## config.mk

```make
export PLATFORM = sky130hd
export DESIGN_NAME = utf8_to_utf16_converter
export DESIGN_NICKNAME = d
export VERILOG_FILES = /design/src/rtl/core/u2u_pkg.sv /design/src/rtl/core/u2u_decode.sv /design/src/rtl/core/u2u_outq.sv /design/src/rtl/core/utf8_to_utf16_converter.sv
export VERILOG_INCLUDE_DIRS = /design/src /design/src/rtl/core
export SDC_FILE = /design/constraint.sdc
export NUM_CORES = 1
export LEC_CHECK = 0
export CORE_AREA = 4 4 164 166
export DETAILED_ROUTE_END_ITERATION = 7
export DIE_AREA = 0 0 168 170
export DONT_BUFFER_PORTS = 1
export SETUP_SLACK_MARGIN = 0.5
export SYNTH_ARGS = -nofsm -noshare
export SYNTH_HDL_FRONTEND = slang
export SYNTH_SLANG_ARGS = --single-unit
```

## constraint.sdc

```tcl
create_clock -name clk_i -period 5.4 [get_ports clk_i]
set_input_delay 0.54 -clock clk_i [delete_from_list [all_inputs] [get_ports clk_i]]
set_output_delay 0.54 -clock clk_i [all_outputs]
set_load 0.05 [all_outputs]
```

## src/rtl/core/utf8_to_utf16_converter_defines.svh

```systemverilog
// ----------------------------------------------------------------------------
// UTF-8 to UTF-16 converter assertion macros
// Shared concurrent assertion helpers, all disabled while reset is active.
// ----------------------------------------------------------------------------
`ifndef UTF8_TO_UTF16_CONVERTER_DEFINES_SVH
`define UTF8_TO_UTF16_CONVERTER_DEFINES_SVH

// Antecedent implies consequent in the same cycle
`define U2U_ASSERT_IMPL(label, ante, cons, msg) \
  label: assert property (@(posedge clk_i) disable iff (!rst_ni) (ante) |-> (cons)) \
    else $error(msg);

// Antecedent implies consequent in the next cycle
`define U2U_ASSERT_NEXT(label, ante, cons, msg) \
  label: assert property (@(posedge clk_i) disable iff (!rst_ni) (ante) |=> (cons)) \
    else $error(msg);

`endif

```

## src/rtl/core/u2u_pkg.sv

```systemverilog
// ----------------------------------------------------------------------------
// UTF-8 to UTF-16 converter package
// Result types, push bundle and constants shared by the converter modules.
// ----------------------------------------------------------------------------
package u2u_pkg;

  // Result queue geometry
  localparam int unsigned QDepth = 4;
  localparam int unsigned QPtrW  = $clog2(QDepth);
  localparam int unsigned QCntW  = $clog2(QDepth + 1);

  // Scalar range constants
  localparam logic [31:0] MaxScalar   = 32'h0010_FFFF;
  localparam logic [31:0] SuppBase    = 32'h0001_0000;
  localparam logic [15:0] HiSurrogate = 16'hD800;
  localparam logic [15:0] LoSurrogate = 16'hDC00;

  // One result transaction
  typedef struct packed {
    logic [15:0] code_unit;
    logic        unit_valid;
    logic        end_of_string;
    logic        truncated;
  } result_t;

  // Up to two results produced by one input byte
  typedef struct packed {
    logic        push;
    logic        two;      // second result present
    result_t     r0;
    result_t     r1;
  } push_t;

endpackage

```

## src/rtl/core/u2u_decode.sv

```systemverilog
// ----------------------------------------------------------------------------
// UTF-8 to UTF-16 byte decoder
// Holds the sequence state and turns one byte into zero, one or two results.
// ----------------------------------------------------------------------------
module u2u_decode (
  input  logic           clk_i,
  input  logic           rst_ni,
  input  logic           valid_i,     // byte is consumed this cycle
  input  logic [7:0]     byte_i,
  input  logic           last_i,
  output u2u_pkg::push_t push_o
);

  logic [2:0]  rem_q, rem_d;
  logic [31:0] acc_q, acc_d;

  logic [3:0]  lead_n;
  logic        lead_stop;
  logic [7:0]  lead_val;
  logic        complete;
  logic [31:0] value;
  logic [31:0] diff;
  logic [19:0] off;

  // Count leading ones of a lead byte (1 to 8)
  always_comb begin
    lead_n    = 4'd1;
    lead_stop = 1'b0;
    for (int i = 1; i < 8; i++) begin
      if (!lead_stop && byte_i[7-i]) begin
        lead_n = lead_n + 4'd1;
      end else begin
        lead_stop = 1'b1;
      end
    end
    lead_val = byte_i & (8'hFF >> lead_n);
  end

  // Sequence tracking and scalar assembly
  always_comb begin
    complete = 1'b0;
    value    = '0;
    rem_d    = rem_q;
    acc_d    = acc_q;
    if (rem_q != 3'd0) begin
      acc_d = {acc_q[25:0], byte_i[5:0]};
      rem_d = rem_q - 3'd1;
      value = acc_d;
      if (rem_d == 3'd0) begin
        complete = 1'b1;
      end
    end else if (!byte_i[7]) begin
      complete = 1'b1;
      value    = {24'd0, byte_i};
    end else begin
      value = {24'd0, lead_val};
      if (lead_n == 4'd1) begin
        complete = 1'b1;                 // stray continuation byte
      end else begin
        acc_d = {24'd0, lead_val};
        rem_d = lead_n[2:0] - 3'd1;      // eight ones wraps to seven
      end
    end
    if (last_i) begin
      rem_d = '0;
      acc_d = '0;
    end
  end

  assign diff = value - u2u_pkg::SuppBase;
  assign off  = diff[19:0];

  // Result formation
  always_comb begin
    push_o = '0;
    if (complete && value <= u2u_pkg::MaxScalar) begin
      push_o.push = 1'b1;
      if (value < u2u_pkg::SuppBase) begin
        push_o.r0.code_unit  = value[15:0];
        push_o.r0.unit_valid = 1'b1;
      end else begin
        push_o.two           = 1'b1;
        push_o.r0.code_unit  = u2u_pkg::HiSurrogate | {6'd0, off[19:10]};
        push_o.r0.unit_valid = 1'b1;
        push_o.r1.code_unit  = u2u_pkg::LoSurrogate | {6'd0, off[9:0]};
        push_o.r1.unit_valid = 1'b1;
      end
    end
    if (last_i) begin
      if (!complete) begin
        push_o               = '0;
        push_o.push          = 1'b1;
        push_o.r0.end_of_string = 1'b1;
        push_o.r0.truncated  = 1'b1;
      end else if (!push_o.push) begin
        push_o.push             = 1'b1;
        push_o.r0.end_of_string = 1'b1;
      end else if (push_o.two) begin
        push_o.r1.end_of_string = 1'b1;
      end else begin
        push_o.r0.end_of_string = 1'b1;
      end
    end
    if (!valid_i) begin
      push_o.push = 1'b0;
    end
  end

  // State registers
  always_ff @(posedge clk_i or negedge rst_ni) begin
    if (!rst_ni) begin
      rem_q <= '0;
      acc_q <= '0;
    end else if (valid_i) begin
      rem_q <= rem_d;
      acc_q <= acc_d;
    end
  end

endmodule

```

## src/rtl/core/u2u_outq.sv

```systemverilog
// ----------------------------------------------------------------------------
// UTF-8 to UTF-16 result queue
// Small queue that takes up to two results per cycle and drains one.
// ----------------------------------------------------------------------------
module u2u_outq (
  input  logic                           clk_i,
  input  logic                           rst_ni,
  input  u2u_pkg::push_t                 push_i,
  input  logic                           pop_i,
  output logic                           valid_o,
  output u2u_pkg::result_t               head_o,
  output logic [u2u_pkg::QCntW-1:0]      count_o
);

  u2u_pkg::result_t              mem_q [u2u_pkg::QDepth];
  logic [u2u_pkg::QPtrW-1:0]     rd_q, rd_d;
  logic [u2u_pkg::QPtrW-1:0]     wr_q, wr_d;
  logic [u2u_pkg::QPtrW-1:0]     wr_next;
  logic [u2u_pkg::QCntW-1:0]     cnt_q, cnt_d;
  logic [u2u_pkg::QCntW-1:0]     n_push;
  logic                          do_pop;

  assign do_pop  = pop_i && (cnt_q != '0);
  assign wr_next = wr_q + u2u_pkg::QPtrW'(1);
  assign n_push  = !push_i.push ? '0 :
                   (push_i.two ? u2u_pkg::QCntW'(2) : u2u_pkg::QCntW'(1));

  // Pointer and fill count update
  always_comb begin
    rd_d  = do_pop ? rd_q + u2u_pkg::QPtrW'(1) : rd_q;
    wr_d  = wr_q + n_push[u2u_pkg::QPtrW-1:0];
    cnt_d = cnt_q + n_push - u2u_pkg::QCntW'(do_pop);
  end

  always_ff @(posedge clk_i or negedge rst_ni) begin
    if (!rst_ni) begin
      rd_q  <= '0;
      wr_q  <= '0;
      cnt_q <= '0;
    end else begin
      rd_q  <= rd_d;
      wr_q  <= wr_d;
      cnt_q <= cnt_d;
    end
  end

  // Storage writes
  always_ff @(posedge clk_i) begin
    if (push_i.push) begin
      mem_q[wr_q] <= push_i.r0;
      if (push_i.two) begin
        mem_q[wr_next] <= push_i.r1;
      end
    end
  end

  assign valid_o = (cnt_q != '0);
  assign head_o  = mem_q[rd_q];
  assign count_o = cnt_q;

endmodule

```

## src/rtl/core/utf8_to_utf16_converter.sv

```systemverilog
// ----------------------------------------------------------------------------
// UTF-8 to UTF-16 converter
// Streaming transcoder from UTF-8 bytes to UTF-16 code units.
// ----------------------------------------------------------------------------
// Takes one UTF-8 byte per cycle while the result queue has room for a
// pair and yields UTF-16 code units, one per cycle while the master side
// is ready. A byte is captured in an input register, decoded from there
// against the open-sequence state and its zero, one or two results are
// pushed into a four-entry result queue that feeds the master side. The
// input side sustains one byte per cycle as long as the output side
// drains; a byte that completes a supplementary scalar yields a surrogate
// pair of two code units, which is what bounds throughput on such text.
// tlast on the input marks the end of a string; the matching result
// carries tlast, and a string cut inside a sequence yields a marker with
// the truncated flag set and no code unit.
`include "utf8_to_utf16_converter_defines.svh"

module utf8_to_utf16_converter (
  input  logic        clk_i,
  input  logic        rst_ni,
  // input byte stream
  input  logic        s_axis_tvalid,
  output logic        s_axis_tready,
  input  logic [7:0]  s_axis_tdata,   // [7:0] byte_value
  input  logic        s_axis_tlast,   // last_byte
  // output code unit stream
  output logic        m_axis_tvalid,
  input  logic        m_axis_tready,
  output logic [15:0] m_axis_tdata,   // [15:0] code_unit
  output logic [1:0]  m_axis_tuser,   // [0] unit_valid, [1] truncated
  output logic        m_axis_tlast    // end_of_string
);

  logic                          in_valid_q;
  logic [7:0]                    in_byte_q;
  logic                          in_last_q;
  logic                          advance;
  logic [u2u_pkg::QCntW-1:0]     q_count;
  u2u_pkg::push_t                push;
  u2u_pkg::result_t              head;

  // Byte moves into decode only when the queue can take a pair
  assign advance       = in_valid_q && (q_count <= u2u_pkg::QCntW'(u2u_pkg::QDepth - 2));
  assign s_axis_tready = !in_valid_q || advance;

  // Input register
  always_ff @(posedge clk_i or negedge rst_ni) begin
    if (!rst_ni) begin
      in_valid_q <= 1'b0;
    end else if (s_axis_tready) begin
      in_valid_q <= s_axis_tvalid;
    end
  end

  always_ff @(posedge clk_i) begin
    if (s_axis_tvalid && s_axis_tready) begin
      in_byte_q <= s_axis_tdata;
      in_last_q <= s_axis_tlast;
    end
  end

  u2u_decode u_decode (
    .clk_i   (clk_i),
    .rst_ni  (rst_ni),
    .valid_i (advance),
    .byte_i  (in_byte_q),
    .last_i  (in_last_q),
    .push_o  (push)
  );

  u2u_outq u_outq (
    .clk_i   (clk_i),
    .rst_ni  (rst_ni),
    .push_i  (push),
    .pop_i   (m_axis_tready),
    .valid_o (m_axis_tvalid),
    .head_o  (head),
    .count_o (q_count)
  );

  assign m_axis_tdata = head.code_unit;
  assign m_axis_tuser = {head.truncated, head.unit_valid};
  assign m_axis_tlast = head.end_of_string;

  // Checks
  `U2U_ASSERT_IMPL(a_q_bound, 1'b1, q_count <= u2u_pkg::QCntW'(u2u_pkg::QDepth), "result queue overflow")
  `U2U_ASSERT_NEXT(a_in_hold, in_valid_q && !advance, in_valid_q, "input byte lost while stalled")
  `U2U_ASSERT_IMPL(a_trunc_end, m_axis_tvalid && m_axis_tuser[1], m_axis_tlast && !m_axis_tuser[0], "truncation marker malformed")

endmodule
```

## After elaboration in Yosys (flattened, before gate mapping)

Memory sizes are Yosys's and may differ from the RTL's.
Index checks and enable logic that the tools add are counted.

| operators by class | value |
|---|---|
| add/subtract/negate cells | 14 |
| order comparisons | 3 |
| eq/ne operators | 2 |
| shift-type cells | 1 |
| muxes and demuxes | 49 |
| bitwise gates (word level) | 1 |
| reductions and logical operators | 22 |

Operators with widths:

| kind | number |
|---|---|
| $mux W26 | 4 |
| $mux W17 | 3 |
| $mux W40 | 1 |
| $mux W18 | 2 |
| $le A32 B21 Y1 const B | 1 |
| $lt A32 B17 Y1 const B | 1 |
| $mux W32 | 1 |
| $add A4 B1 Y4 const B | 6 |
| $mux W4 | 6 |
| $mux W1 | 23 |
| $sub A20 B17 Y20 const B | 1 |
| $mux W19 | 1 |
| $mux W3 | 5 |
| $logic_and A1 B1 Y1 | 10 |
| $reduce_bool A3 Y1 | 3 |
| $and A8 B8 Y8 | 1 |
| $mux W8 | 1 |
| $shr A8 B4 Y8 const A | 1 |
| $logic_not A1 Y1 | 6 |
| $sub A3 B1 Y3 const B | 2 |
| $add A2 B1 Y2 const B | 2 |
| $eq A4 B1 Y1 const B | 1 |
| $mux W2 | 2 |
| $add A3 B3 Y3 | 1 |
| other kinds (7) | 7 |

| word-level totals | value |
|---|---|
| bits in registers | 46 |
| RAM bits | 76 |
| input port bits | 13 |
| output and inout bits | 21 |
| logic and storage cells | 101 |
| memories kept | 1 |

Memory list:

| memory | depth | width | read ports | clocked after memory_dff | write ports | RTL line | text |
|---|---|---|---|---|---|---|---|
| u_outq.mem_q | 4 | 19 | 1 | 0 | 2 | u2u_outq.sv:15 | `u2u_pkg::result_t mem_q [u2u_pkg::QDepth];` |

## Longest topological paths before layout

| logic depth | value |
|---|---|
| depth after elaboration | 32 |
| gate-level depth with buffers | 18 |
| gate-level depth less buffers | 15 |

## By module

From an unflattened synthesis, not the netlist that was laid out.

| unflattened totals | value |
|---|---|
| cell total of the unflattened synthesis | 593 |
| area, all modules | 7,164.4 µm² |

By module, submodules not included:

| module | times used | cells an instance | area each (µm²) | sequential area each (µm²) |
|---|---|---|---|---|
| u2u_outq | 1 | 228 | 4,262.8 | 2,457.4 |
| u2u_decode | 1 | 349 | 2,572.5 | 725.7 |
| utf8_to_utf16_converter | 1 | 16 | 329.1 | 295.3 |

## Worst setup path before layout

No wires, ideal clock.

| timing path | value |
|---|---|
| kind | register -> register |
| from | reg u_decode.rem_q[0] |
| to | mem u_outq.mem_q[3][10] in the netlist's numbering (enable) |
| setup time | 415 ps |
| arrival | 3,744 ps |
| data required time | 4,985 ps |
| slack | 1,242 ps |
| cell stages (with the launch flop) | 14 |
| buffers on the path | 4 |
| period minus slack after synthesis | 4,158 ps |
| cells stage by stage | dfrtp_1 -> inv_1 -> ha_1 -> nand2b_1 -> buf_2 -> buf_1 -> buf_1 -> nand2_1 -> ha_1 -> or3b_2 -> nand3_1 -> a31oi_1 -> clkbuf_1 -> o21ai_0 |

RTL lines:

| element | RTL line | text |
|---|---|---|
| start: declaration | u2u_decode.sv:14 | `logic [2:0] rem_q, rem_d;` |
| start signal: assignment | u2u_decode.sv:115 | `rem_q <= rem_d;` |
| end: declaration | u2u_outq.sv:15 |  |

## Worst setup path in the final report

| timing path | value |
|---|---|
| from | reg u_decode.rem_q[0] |
| to | reg u_outq.cnt_q (netlist bit u_outq.count_o[2]) |

| between the ends | value |
|---|---|
| longest elaborated chain between the ends | 12 |
| elaborated cells on any way between the ends | 18 |
| classes of those cells | add/sub: 3; order compare: 2; mux: 10; reduce/logical: 3 |

Ends and longest elaborated chain:

| element | RTL line | text |
|---|---|---|
| parallel branches: the longest is 7 deep, another holds $lt A32 B17 Y1 | -- |  |
| $mux W40 * | u2u_decode.sv:89 | `if (last_i) begin` |
| $mux W2 | u2u_outq.sv:26 | `(push_i.two ? u2u_pkg::QCntW'(2) : u2u_pkg::QCntW'(1));` |
| $mux W3 * | u2u_outq.sv:25 | `assign n_push = !push_i.push ? '0 :` |
| $add A3 B3 Y3 * | u2u_outq.sv:32 | `cnt_d = cnt_q + n_push - u2u_pkg::QCntW'(do_pop);` |
| $sub A3 B1 Y3 * | u2u_outq.sv:32 |  |
| net u_outq.cnt_d, one bit | u2u_outq.sv:19 | `logic [u2u_pkg::QCntW-1:0] cnt_q, cnt_d;` |
| end signal: assignment | u2u_outq.sv:43 | `cnt_q <= cnt_d;` |
| end: declaration | u2u_outq.sv:19 |  |

Mark *: on every way through the listed nets, which the timed path passes.
A chain may end at the register's enable or synchronous reset.

==> summary.txt <==
Routing
  – WL per Instance: 18.5 um
  – Vias per inst: 5.17
  – Met2 routed WL: slightly below 8 mm
  – Metal-1 WL: around 7.7 mm
  – Final WL: around 17 mm
  – DRT Pass-1 Iters: 5
  – 1st-iter DRT viols: around 450
  – Top Layer Used: met4
  – Detail Route Antenna Nets: 0
  – Via count: about 4700
  – # DRC: 0
  – Met3 routed WL: 1.21 mm

Worst setup path
  – Worst Path Buf+Inv: 3
  – Crit start category: flop
  – Slowest CP cell: or3b_2
  – Crit end category: flop
  – Reg2reg path depth: 15
  – Crit Path Class: reg2reg
  – Crit path to: u_outq.count_o[2]$_DFF_PN0_
  – Crit path largest cell delay: 0.47 ns
  – CP Data Required Time: 5.75 ns
  – Setup slack, reg-to-reg: 1.44 ns
  – Critical path's top delay family: simple AND/OR/NAND/NOR gates
  – FF-to-FF Start: u_decode.rem_q[0]$_DFFE_PN0P_
  – Crit-path cells: inv_1 > ha_1 > nand2b_1 > nand2_1 > ha_1 > or3b_2 > nand3_1 > nand3_1 > nor3_1 > inv_1 > ha_1 > inv_1 > fa_1 > xnor2_1 > xnor2_1
  – Worst-path maximum fanout: 14
  – Critical Path Source: u_decode.rem_q[0]$_DFFE_PN0P_
  – Stages on the worst setup path: 15
  – Reg-to-reg critical path endpoint: u_outq.count_o[2]$_DFF_PN0_
  – WP data arrival: 4.32 ns

Min path
  – Worst min path class: in2reg
  – Worst hold path startpoint: s_axis_tlast
  – WHS Path Cells: 0

Synth
  – Synth top area share: ~37%
  – Synth Instances: 577
  – Synth async-reset ratio: between 30% and 40%
  – Largest area contributor in the netlist: edfxtp_1
  – Warnings from Yosys: 0
  – Syn_nets: approximately 600
  – Synth area leaders: edfxtp_1 (37%), dfrtp_1 (15%), mux4_2 (6.8%), o21ai_0 (4.7%), nand2_1 (4.5%)
  – Avg Cell Area, Syn: between 10 and 15 um2
  – Synth Flop Type: edfxtp_1
  – Number of synthesized flops with an enable pin: 77
  – Count of cell types in the netlist: between 60 and 70
  – Yosys reg bits: roughly 120
  – Mapped Area: ~6300 um2
  – Register area share after synthesis: a little over half

Clock network
  – # resized after CTS: 0
  – H-Tree Depth: 4
  – CTS tree: built
  – Worst-Skew Late Latency: between 0.4 and 0.5 ns
  – Clock Root Buffer: clkbuf_16
  – Inserted Clock Buffers: 17
  – Clk pin slew, worst setup/hold paths: 0.06 ns
  – Clock Path Buffers: 2
  – CTS Sinks: 122

Timing
  – Final period util: about three quarters
  – Fin Hold WS: ~0.21 ns
  – Clock skew: roughly 0.012 ns
  – Setup TNS Final: 0 ns
  – RSZ-0062 raised after global routing: false
  – Fmax: 0.252 GHz
  – Setup-failing EPs final: 0
  – Final Max Tran Viols: 0
  – Slew @ Worst Pin: roughly 1.2 ns
  – Fin crit period: between 3 and 4 ns
  – Slew headroom: 20.3%
  – Final hold vios: 0

Run
  – Max-Cap Viols: 0

Global route
  – First-pass GRT wire length: 26.6 mm
  – Grt ovf: 0
  – GRT Total Usage: between 10% and 20%
  – Vias in the first global route: 4500
  – Initial antenna violation count: 0
  – Largest net degree at the start of global routing: 39

Floorplan
  – Die width: between 150 and 200 um
  – Floorplan Core Area: between 20000 and 30000 um2
  – Die Y: 170 um
  – Die Area: 28600 um2
  – Initial core utilization: approximately 25%
  – Std cell rows: 59
  – Boundary Pins: 34

Finish
  – P&R area growth vs syn: 15.5%
  – Final cell count without fillers: between 900 and 1000
  – Layout Cell Area excl Fill: ~7300 um2
  – Nets: between 500 and 600
  – Layout cells sized above 1: about 14%
  – # fillers: about 2600
  – Ant. Diodes: 0

Outcome
  – Outcome: finished, final reports clean

Place
  – GP Congestion: around 0.94
  – Post-DP Area: ~6600 um2
  – # port buffers: 0
  – Dpl hpwl: 12.0 mm
  – Placed Cells: approximately 880

Pwr
  – Leakage: 2.45 nW
  – Pwr/cell area: between 600 and 700 nW/um2
  – Total Power: 4.75 mW
  – Worst vdd rail ir drop: ~440 uV
## cells in the mapped netlist (all sizes together), types with 9 or more instances
master,number
nand2,79
edfxtp,77
o21ai,63
dfrtp,37
a21oi,34
nand3,31
clkbuf,22
o22ai,21
mux4,19
buf,18
inv,17
nor3,17
nor2,16
nand4,12
ha,10
a31oi,9
## sequential cells by signal, summed over array words and instances, names as in the netlist
register,count
u_outq.rd_q,2
in_byte_q,8
u_outq.wr_q,2
u_decode.rem_q,3
u_outq.mem_q,76
in_last_q,1
u_outq.count_o,3
u_decode.acc_q,26
in_valid_q,1
## through the flow
stage	utilization [%]	setup WS, ns
global route	28.5	1.21
floorplan	-	1.24
detailed placement	25.9	1.46
CTS	28.5	1.48
finish	28.5	1.44
global placement	25.9	1.57
## power by group
| part | internal, mW | switching (mW) |
|---|---|---|
| registers | 1.24 | 0.217 |
| clock network | 0.797 | 0.417 |
| logic | 0.571 | 1.51 |
## cell usage in the layout (no fill, tap or decap), types with 4 or more instances in the layout
master / n
a21boi_0: 8
a21oi_1: 32
a31oi_1: 9
a32o_1: 4
and2_1: 6
and4_1: 4
buf_4: 10
clkbuf_1: 4
clkbuf_16: 19
dfrtp_1: 37
dfxtp_1: 8
edfxtp_1: 77
ha_1: 10
inv_1: 17
mux4_2: 19
nand2_1: 75
nand2_2: 4
nand3_1: 29
nand4_1: 12
nor2_1: 15
nor3_1: 14
nor4_1: 6
o21ai_0: 55
o21ai_1: 8
o22ai_1: 19
o31ai_1: 4
o41ai_1: 4
or3_1: 4
xnor2_1: 7
## worst min-delay path by stage
stage,endpoint,slack (ns)
floorplan,in_valid_q$_DFFE_PN0N_,0.24
global placement,u_decode.acc_q[1]$_DFFE_PN0P_,0.25
detailed placement,u_decode.rem_q[1]$_DFFE_PN0P_,0.25
CTS,in_last_q$_DFFE_PP_,0.19
global route,in_last_q$_DFFE_PP_,0.19
finish,in_last_q$_DFFE_PP_,0.21
## worst register-to-register path, cell delays in order, from the launching register on
cell,delay [ns]
dfrtp_1,0.40
inv_1,0.09
ha_1,0.23
nand2b_1,0.11
nand2_1,0.16
ha_1,0.25
or3b_2,0.47
nand3_1,0.13
nand3_1,0.44
nor3_1,0.45
inv_1,0.08
ha_1,0.29
inv_1,0.05
fa_1,0.43
xnor2_1,0.19
xnor2_1,0.13
## kinds of logic after synthesis
logic type | count (synthesis) | synth area share [%]
adder cells (fa/ha/maj) | 11 | 2.30
AND/OR/NAND/NOR | 188 | 15.2
buffers and inverters | 59 | 4.08
multiplexers | 22 | 7.29
XOR/XNOR | 9 | 1.25
AO/OA/AOI/OAI | 166 | 16.1
flip-flops | 122 | 53.8
## area by class of cell
type	count	area (um2)	share of cell area (%)
inverter	19	71.3	0.977
clock inverter	8	133	1.82
sequential	122	3400	46.5
multi-input combinational	396	2670	36.6
tap	335	419	5.74
clock buffer	24	504	6.91
timing repair buffer	12	105	1.44
## what timing repair did
item                                    in CTS  in global routing
hold buffers                                 2                  0
endpoints found under the setup margin       0                  0
endpoints found under the hold margin       37                  0
setup buffers                                0                  0
## layer usage
| layer | track usage, % | vias up |
|---|---|---|
| met3 | 3.51 | 23 |
| met4 | 3.92 | 0 |
| li1 | - | 2184 |
| met1 | 16.5 | 2328 |
| met2 | 18.4 | 197 |
| met5 | 0 | - |
Power figures use the tool's default switching activity.
